[config.mk]
export PLATFORM = sky130hd
export DESIGN_NAME = detector_event_pileup_grader
export DESIGN_NICKNAME = d
export VERILOG_FILES = /design/src/design/dpg_pkg.sv /design/src/design/detector_event_pileup_grader.sv /design/src/design/dpg_front.sv /design/src/design/dpg_back.sv /design/src/design/dpg_out.sv
export SDC_FILE = /design/constraint.sdc
export NUM_CORES = 2
export LEC_CHECK = 0
export BUFFER_PORTS_ARGS = -buffer_cell sky130_fd_sc_hd__buf_2
export CAP_MARGIN = 10
export CORE_MARGIN = 2
export CORE_UTILIZATION = 45
export CTS_BUF_LIST = sky130_fd_sc_hd__clkbuf_4
export CTS_CLUSTER_SIZE = 30
export DETAILED_ROUTE_END_ITERATION = 7
export PLACE_DENSITY = 0.63
export RECOVER_POWER = 100
export SETUP_SLACK_MARGIN = 0.15
export SYNTH_ARGS = -nofsm -noshare
export SYNTH_HDL_FRONTEND = slang
export SYNTH_SLANG_ARGS = --single-unit
[constraint.sdc]
create_clock -name clk -period 8.5 [get_ports clk]
set_clock_uncertainty 0.15 [all_clocks]
set_input_delay 0.85 -clock clk [delete_from_list [all_inputs] [get_ports clk]]
set_output_delay 0.85 -clock clk [all_outputs]
set_load 0.01 [all_outputs]
[src/design/dpg_pkg.sv]
// Shared types, widths and codes for the detector event pile-up grader.
// No dependencies; imported by every module of the block.
package dpg_pkg;

  localparam int EVT_TIME_W     = 40;
  localparam int PIX_W          = 5;
  localparam int ROW_W          = 32;
  localparam int WIN_W          = 32;
  localparam int GRADE_W        = 2;
  localparam int CFG_IDX_W      = 1;
  localparam int DEF_NUM_PIXELS = 32;
  localparam int DEF_TIME_BITS  = 40;
  localparam int IN_DEPTH       = 2;
  localparam int OUT_DEPTH      = 4;

  localparam logic CMD_EVENT = 1'b0;
  localparam logic CMD_FLUSH = 1'b1;

  localparam logic [CFG_IDX_W-1:0] CFG_SLOW = 1'd0;
  localparam logic [CFG_IDX_W-1:0] CFG_FAST = 1'd1;

  localparam logic [GRADE_W-1:0] GRADE_NOMINAL = 2'd0;
  localparam logic [GRADE_W-1:0] GRADE_SLOW    = 2'd1;
  localparam logic [GRADE_W-1:0] GRADE_FAST    = 2'd2;
  localparam logic [GRADE_W-1:0] GRADE_RESET   = 2'd3;

  typedef struct packed {
    logic                  cmd;
    logic [EVT_TIME_W-1:0] event_time;
    logic [PIX_W-1:0]      pixel;
    logic                  in_reset;
    logic [ROW_W-1:0]      row;
  } item_t;

  typedef struct packed {
    logic [ROW_W-1:0]   row;
    logic [GRADE_W-1:0] grade;
    logic               last;
  } result_t;

  // up to two result words written in one cycle; v1 implies v0
  typedef struct packed {
    logic    v0;
    logic    v1;
    result_t r0;
    result_t r1;
  } res_pair_t;

  typedef enum logic {
    BK_ISSUE,
    BK_EXEC
  } bk_state_t;

endpackage

[src/design/detector_event_pileup_grader.sv]
// Detector event pile-up grader, top level.
// A taken word's pixel state is read into registers, then graded and written back;
// the back end takes no new word until the write-back of the last one is done.
// Input and result queues let push continue while earlier words are graded.
// Synchronous reset clears queues, pixel valid bits and both window registers.
module detector_event_pileup_grader import dpg_pkg::*; #(
  parameter int NUM_PIXELS = DEF_NUM_PIXELS,
  parameter int TIME_BITS  = DEF_TIME_BITS
) (
  input  logic                  clk,
  input  logic                  rst,
  input  logic                  push,
  output logic                  full,
  input  logic                  cmd,
  input  logic [EVT_TIME_W-1:0] event_time,
  input  logic [PIX_W-1:0]      pixel,
  input  logic                  in_reset,
  input  logic [ROW_W-1:0]      row,
  output logic                  empty,
  input  logic                  pop,
  output logic [ROW_W-1:0]      out_row,
  output logic [GRADE_W-1:0]    grade,
  output logic                  last,
  input  logic                  cfg_we,
  input  logic [CFG_IDX_W-1:0]  cfg_index,
  input  logic [WIN_W-1:0]      cfg_data
);

  logic      item_valid;
  item_t     item;
  logic      take;
  logic      room2;
  res_pair_t res;
  result_t   head;

  dpg_front #(.NUM_PIXELS(NUM_PIXELS)) u_front (
    .clk(clk), .rst(rst), .push(push), .full(full), .cmd(cmd),
    .event_time(event_time), .pixel(pixel), .in_reset(in_reset), .row(row),
    .item_valid(item_valid), .item(item), .take(take)
  );

  dpg_back #(.NUM_PIXELS(NUM_PIXELS), .TIME_BITS(TIME_BITS)) u_back (
    .clk(clk), .rst(rst), .cfg_we(cfg_we), .cfg_index(cfg_index),
    .cfg_data(cfg_data), .item_valid(item_valid), .item(item), .take(take),
    .room2(room2), .res(res)
  );

  dpg_out u_out (
    .clk(clk), .rst(rst), .res(res), .room2(room2), .empty(empty),
    .pop(pop), .head(head)
  );

  assign out_row = head.row;
  assign grade   = head.grade;
  assign last    = head.last;

  a_take_spacing: assert property (@(posedge clk) disable iff (rst)
    take |=> !take)
    else $error("back end took two words in a row");

  a_res_after_take: assert property (@(posedge clk) disable iff (rst)
    res.v0 |-> $past(take))
    else $error("results written without a word in progress");

  a_res_pair: assert property (@(posedge clk) disable iff (rst)
    res.v1 |-> res.v0)
    else $error("second result word without a first");

  a_take_room: assert property (@(posedge clk) disable iff (rst)
    take |-> (room2 && item_valid))
    else $error("word taken without queue room or data");

endmodule

[src/design/dpg_front.sv]
// Front end: input queue that accepts words and drops those for pixels out of range.
// Depends on dpg_pkg.
module dpg_front import dpg_pkg::*; #(
  parameter int NUM_PIXELS = DEF_NUM_PIXELS
) (
  input  logic                  clk,
  input  logic                  rst,
  input  logic                  push,
  output logic                  full,
  input  logic                  cmd,
  input  logic [EVT_TIME_W-1:0] event_time,
  input  logic [PIX_W-1:0]      pixel,
  input  logic                  in_reset,
  input  logic [ROW_W-1:0]      row,
  output logic                  item_valid,
  output item_t                 item,
  input  logic                  take
);

  localparam int PW = (IN_DEPTH > 1) ? $clog2(IN_DEPTH) : 1;
  localparam int CW = $clog2(IN_DEPTH + 1);

  item_t         q [IN_DEPTH];
  logic [PW-1:0] wp;
  logic [PW-1:0] rp;
  logic [CW-1:0] count;
  logic          in_range;
  logic          do_push;

  assign in_range   = 32'(pixel) < 32'(NUM_PIXELS);
  assign full       = (count == CW'(IN_DEPTH));
  assign do_push    = push && !full && in_range;
  assign item_valid = (count != '0);
  assign item       = q[rp];

  always_ff @(posedge clk) begin
    if (do_push) begin
      q[wp] <= '{cmd: cmd, event_time: event_time, pixel: pixel,
                 in_reset: in_reset, row: row};
    end
  end

  always_ff @(posedge clk) begin
    if (rst) begin
      wp    <= '0;
      rp    <= '0;
      count <= '0;
    end else begin
      if (do_push) begin
        wp <= (wp == PW'(IN_DEPTH - 1)) ? '0 : wp + PW'(1);
      end
      if (take) begin
        rp <= (rp == PW'(IN_DEPTH - 1)) ? '0 : rp + PW'(1);
      end
      count <= count + CW'(do_push) - CW'(take);
    end
  end

endmodule

[src/design/dpg_back.sv]
// Back end: per-pixel state memory, gap grading and result generation.
// Per word: read pixel state, then grade and write back. Depends on dpg_pkg.
module dpg_back import dpg_pkg::*; #(
  parameter int NUM_PIXELS = DEF_NUM_PIXELS,
  parameter int TIME_BITS  = DEF_TIME_BITS
) (
  input  logic                 clk,
  input  logic                 rst,
  input  logic                 cfg_we,
  input  logic [CFG_IDX_W-1:0] cfg_index,
  input  logic [WIN_W-1:0]     cfg_data,
  input  logic                 item_valid,
  input  item_t                item,
  output logic                 take,
  input  logic                 room2,
  output res_pair_t            res
);

  // pixel port is 5 bits, so no more than 32 slots are reachable
  localparam int DEPTH = (NUM_PIXELS < (1 << PIX_W)) ? NUM_PIXELS : (1 << PIX_W);
  localparam int AW    = (DEPTH > 1) ? $clog2(DEPTH) : 1;

  logic [TIME_BITS-1:0] mem_time   [DEPTH];
  logic [ROW_W-1:0]     mem_row    [DEPTH];
  logic [GRADE_W-1:0]   mem_before [DEPTH];

  logic [TIME_BITS-1:0] rd_time;
  logic [ROW_W-1:0]     rd_row;
  logic [GRADE_W-1:0]   rd_before;
  item_t                cur;

  logic [DEPTH-1:0] last_valid;
  logic [DEPTH-1:0] pending_valid;
  logic [WIN_W-1:0] slow_window;
  logic [WIN_W-1:0] fast_window;

  bk_state_t state;
  bk_state_t state_next;

  logic [AW-1:0]        rd_addr;
  logic [AW-1:0]        addr;
  logic [63:0]          t_wide;
  logic [TIME_BITS-1:0] t_cur;
  logic [TIME_BITS-1:0] gap;
  logic [63:0]          gap64;
  logic [GRADE_W-1:0]   cls;
  logic [GRADE_W-1:0]   pend_grade;
  logic                 exec;
  logic                 is_event;
  logic                 pv_hit;
  logic                 rst_hit;

  assign rd_addr  = item.pixel[AW-1:0];
  assign addr     = cur.pixel[AW-1:0];
  assign exec     = (state == BK_EXEC);
  assign is_event = (cur.cmd == CMD_EVENT);

  // time is taken modulo 2^TIME_BITS
  assign t_wide = 64'(cur.event_time);
  assign t_cur  = t_wide[TIME_BITS-1:0];
  assign gap    = (t_cur >= rd_time) ? t_cur - rd_time : '0;
  assign gap64  = 64'(gap);

  always_comb begin
    if (!last_valid[addr]) begin
      cls = GRADE_NOMINAL;
    end else if (gap64 > 64'(slow_window)) begin
      cls = GRADE_NOMINAL;
    end else if (gap64 < 64'(fast_window)) begin
      cls = GRADE_FAST;
    end else begin
      cls = GRADE_SLOW;
    end
  end

  // flush releases the stored grade; a later event may raise it
  assign pend_grade = (!is_event || rd_before > cls) ? rd_before : cls;
  assign pv_hit     = exec && pending_valid[addr];
  assign rst_hit    = exec && is_event && cur.in_reset;

  always_comb begin
    res.v0       = pv_hit || rst_hit;
    res.v1       = pv_hit && rst_hit;
    res.r0.row   = pv_hit ? rd_row : cur.row;
    res.r0.grade = pv_hit ? pend_grade : GRADE_RESET;
    res.r0.last  = !(pv_hit && rst_hit);
    res.r1.row   = cur.row;
    res.r1.grade = GRADE_RESET;
    res.r1.last  = 1'b1;
  end

  always_comb begin
    state_next = state;
    take       = 1'b0;
    case (state)
      BK_ISSUE: begin
        if (item_valid && room2) begin
          take       = 1'b1;
          state_next = BK_EXEC;
        end
      end
      BK_EXEC: begin
        state_next = BK_ISSUE;
      end
      default: begin
        state_next = BK_ISSUE;
      end
    endcase
  end

  always_ff @(posedge clk) begin
    if (rst) begin
      state <= BK_ISSUE;
    end else begin
      state <= state_next;
    end
  end

  always_ff @(posedge clk) begin
    if (rst) begin
      slow_window <= '0;
      fast_window <= '0;
    end else if (cfg_we) begin
      case (cfg_index)
        CFG_SLOW: slow_window <= cfg_data;
        CFG_FAST: fast_window <= cfg_data;
        default: ;
      endcase
    end
  end

  // pixel state memory: registered read on take, write-back in the exec cycle
  always_ff @(posedge clk) begin
    if (take) begin
      cur       <= item;
      rd_time   <= mem_time[rd_addr];
      rd_row    <= mem_row[rd_addr];
      rd_before <= mem_before[rd_addr];
    end
    if (exec && is_event) begin
      mem_time[addr] <= t_cur;
      if (!cur.in_reset) begin
        mem_row[addr]    <= cur.row;
        mem_before[addr] <= cls;
      end
    end
  end

  always_ff @(posedge clk) begin
    if (rst) begin
      last_valid    <= '0;
      pending_valid <= '0;
    end else if (exec) begin
      if (is_event) begin
        last_valid[addr]    <= 1'b1;
        pending_valid[addr] <= !cur.in_reset;
      end else begin
        pending_valid[addr] <= 1'b0;
      end
    end
  end

endmodule

[src/design/dpg_out.sv]
// Result queue: takes up to two words a cycle, hands out one a cycle.
// Depends on dpg_pkg.
module dpg_out import dpg_pkg::*; (
  input  logic      clk,
  input  logic      rst,
  input  res_pair_t res,
  output logic      room2,
  output logic      empty,
  input  logic      pop,
  output result_t   head
);

  localparam int PW = $clog2(OUT_DEPTH);
  localparam int CW = $clog2(OUT_DEPTH + 1);

  result_t       q [OUT_DEPTH];
  logic [PW-1:0] wp;
  logic [PW-1:0] rp;
  logic [CW-1:0] count;
  logic          do_pop;

  assign empty  = (count == '0);
  assign do_pop = pop && !empty;
  assign room2  = (count <= CW'(OUT_DEPTH - 2));
  assign head   = q[rp];

  always_ff @(posedge clk) begin
    if (res.v0) begin
      q[wp] <= res.r0;
    end
    if (res.v1) begin
      q[wp + PW'(1)] <= res.r1;
    end
  end

  always_ff @(posedge clk) begin
    if (rst) begin
      wp    <= '0;
      rp    <= '0;
      count <= '0;
    end else begin
      wp    <= wp + PW'(res.v0) + PW'(res.v1);
      rp    <= rp + PW'(do_pop);
      count <= count + CW'(res.v0) + CW'(res.v1) - CW'(do_pop);
    end
  end

endmodule

==> results by group <==
GRT
  – Gr usage total: 0.255
  – Largest net degree at the start of global routing: 172
  – Overflow after GRT: 0
  – Antenna violations before repair: 18
  – First-pass GRT wire length: 517 mm
  – Vias in the first global route: 79100

Drt
  – Post-Route WL: 357 mm
  – Wire per inst: 25.1 µm
  – Vias: 81800
  – DRC errors left: 0
  – Pre-antenna DRT Iters: 6
  – Via density: 5.76
  – Number of antenna-violating nets in the routed design: 0
  – 1st-iter DRT viols: 9279

Logic synthesis
  – Compound-Gate Fraction of Synth Area: 0.0583
  – Synth Flop Type: edfxtp_1
  – Simple-gate portion of the synthesized area: 0.158
  – Net Count, Synth: 9724
  – Mux contribution to synthesized area: 0.0194
  – Post-synth EDFFs: 2807
  – Synth top area share: 0.699
  – XOR/XNOR share of the synthesized area: 0.00283
  – Synth cell types: 85
  – Synth async-reset ratio: 0
  – Post-Synth Adder-Cell Area: 0.0119
  – Cell taking the most area after synthesis: edfxtp_1
  – #FFs+latches synth: 2960
  – Cells after Synth: 9495
  – Synth area leaders: edfxtp_1 70%, nand2_1 8.3%, nand3_1 5.0%
  – Sequential area share after synthesis: 0.725
  – Largest family of logic cells by synthesized area: simple AND/OR/NAND/NOR gates
  – Mapped Area: 121000 µm²
  – Syn Area/Cell: 12.7 µm²
  – YS warnings: 0

CTS
  – Number of CTS-inserted buffers: 729
  – Clock Latency Late Sink: 1.42 ns
  – Clock root buffer: clkbuf_4
  – Clock-pin slew of the registers on the worst-case setup and hold paths: 0.07 ns
  – H-tree levels: 6
  – Clk buf depth: 4
  – CTS tree: yes
  – Clock sinks: 2960

Timing
  – Slew Limit Headroom: -2.42
  – Fmax: 0.127 GHz
  – RSZ-0062 raised after global routing: false
  – Min cycle time layout: 7.90 ns
  – Worst Tran Pin Value: 5.14 ns
  – Final hold vios: 0
  – Fin. max-slew vios: 4382
  – Final setup violation count: 0
  – Tcrit/Tclk final: 0.929
  – TNS Setup: 0 ns

Critical path
  – CP Cell Sequence: or3b_2 > or2_0 > clkbuf_1 > nor2_1 > clkbuf_1
  – Crit Path Max Fanout: 26
  – CP Class: register to register
  – Worst EP arrival: 8.60 ns
  – Family with the most delay on the worst path: simple AND/OR/NAND/NOR gates
  – Slowest CP cell: nor2_1
  – Worst r2r src: u_back.addr[0]
  – Crit path buf inv count: 2
  – Reg-to-reg slack, setup: 0.60 ns
  – Most Frequent Cell on Critical Path: clkbuf_1
  – WP data required: 9.20 ns
  – Register-to-Register Path Depth: 5
  – Worst Setup End Kind: register
  – CP peak stage delay: 2.78 ns
  – Nature of the critical path startpoint: register
  – Reg2reg end: u_back.mem_time[16][27]

Floorplan
  – Site Rows: 190
  – Die area: 272000 µm²
  – DIE HEIGHT: 522 µm
  – CORE AREA: 267000 µm²
  – I/O pin count: 154
  – Starting density of the core: 0.451
  – Die width: 522 µm

Final layout
  – Commonest non-fill, non-tap cell in the layout: edfxtp_1
  – Area Growth Syn to Fin: 12.3%
  – Commonest cells after routing, fill and taps aside: 2807 x edfxtp_1, 2682 x nand2_1, 1208 x nand3_1
  – Share of post-route cells with drive strength above 1: 0.132
  – Nets: 10400

Power and ir drop
  – Clk pwr share: 0.272
  – Sw frac: 0.343
  – Internal: 27.5 mW
  – Leakage: 47.3 nW
  – Seq pwr share: 0.446
  – Share of total power in combinational logic: 0.282
  – Pwr Total: 41.9 mW
  – Max IR drop VDD: 0.252 mV
  – Switching pwr: 14.4 mW
  – Power per cell area: 310 nW/µm²

Worst hold path
  – Hold EP: u_front.q[0][68]
  – Worst Hold Depth: 2
  – Type of the worst min-delay path: primary input to register
  – Worst hold start: event_time[30]

Job
  – Max-Cap Viols: 125

Place
  – DP HPWL: 180 mm
  – GPL Wtd Cong: 0.889
  – PortBufs: 153

Status
  – Failing checks: capacitance limit, slew limit
  – Status: finished, violations left
-- power by group through the flow --
stage | clock, mW | combinational [mW] | sequential [mW]
after floorplan | 0 | 7.16 | 19.3
after detailed placement | 0 | 11.7 | 19.0
after global routing | 12.3 | 12.9 | 18.8
final | 11.4 | 11.8 | 18.7
after global placement | 0 | 11.5 | 18.9
after CTS | 11.6 | 11.8 | 18.7
-- worst register-to-register path: cells and delay by family (launching register included) --
kind                   cells  cell delay [ns]
buffers and inverters      2             2.45
AND/OR/NAND/NOR            3             3.99
flip-flops                 1             0.81
-- final cells by class --
type	count	area, µm²
antenna	12	30.0
clock buffer	1039	7800
clock inverter	171	950
fill	23200	132000
inverter	169	671
multi-input combinational	5736	30300
sequential	2960	87400
tap	3552	4440
timing repair buffer	557	3860
-- metal layers --
layer	part of all wire	global-route usage	up-vias
met5	0.00034	0	-
met3	0.081	0.0439	697
li1	-	-	36500
met1	0.39	0.325	40400
met2	0.49	0.434	4136
met4	0.038	0.104	18
-- flip-flops by register name (all words and copies together) (netlist names), named ones only --
signal	count
u_back.rd_before	2
u_back.rd_row	32
u_out.rp	2
u_back.fast_window	32
u_back.mem_before	64
u_out.q	140
u_back.last_valid	32
u_back.mem_row	1024
u_back.cur	2
u_front.q	158
u_back.addr	5
u_front.rp	1
u_back.pending_valid	32
u_out.wp	2
u_back.t_cur	40
u_front.wp	1
u_back.exec	1
u_back.rd_time	40
u_back.res	32
u_back.mem_time	1280
u_back.slow_window	32
u_out.count	3
u_front.count	2
-- per-stage QoR --
step	setup slack (ns)	cells	util	cell area, µm²	hold slack, ns
3_3_place_gp	0.631	12800	0.470	126000	0.294
2_1_floorplan	1.15	9495	-	121000	0.282
3_5_place_dp	0.611	12800	0.470	126000	0.299
4_1_cts	0.576	14200	0.510	136000	0.00196
6_report	0.603	14200	0.507	135000	0.117
5_1_grt	0.119	14200	0.507	135000	0.0363
-- kinds of logic (layout without fill, tap and decap cells) --
logic type / after synthesis / after routing
simple gates: 4413 / 4413
flops: 2960 / 2960
compound gates: 1001 / 1001
other cells: 0 / 12
buf+inv: 799 / 1936
xor+xnor: 39 / 39
fa+ha+maj: 112 / 112
mux: 171 / 171
-- worst max-delay path by stage --
| stage | startpoint | endpoint | slack [ns] | depth (start not counted) |
|---|---|---|---|---|
| 2_1_floorplan | u_back.t_cur[0] | u_out.q[1][2] | 1.15 | 32 |
| 3_3_place_gp | u_back.t_cur[39] | u_out.q[1][2] | 0.63 | 27 |
| 4_1_cts | u_back.t_cur[39] | u_out.q[1][2] | 0.58 | 27 |
| 3_5_place_dp | u_back.t_cur[39] | u_out.q[1][2] | 0.61 | 27 |
| 5_1_grt | u_back.t_cur[8] | u_out.q[1][2] | 0.12 | 27 |
| 6_report | u_back.addr[0] | u_back.mem_time[16][27] | 0.60 | 5 |
-- cell usage after synthesis (108+ instances only) --
| cell | number |
|---|---|
| inv_1 | 165 |
| clkbuf_1 | 567 |
| nand3_1 | 1208 |
| a311oi_1 | 371 |
| nand2_1 | 2680 |
| and3_1 | 159 |
| ha_1 | 108 |
| nor2_1 | 184 |
| dfxtp_1 | 153 |
| edfxtp_1 | 2807 |
| a21oi_1 | 167 |
| o21ai_0 | 204 |
-- repair_timing --
action | in CTS | in global routing
resized for setup | 0 | 2
hold endpoints to repair | 251 | 0
hold buffers | 187 | 0
setup buffers | 0 | 1
setup endpoints to repair | 0 | 7
Power figures use the tool's default switching activity.
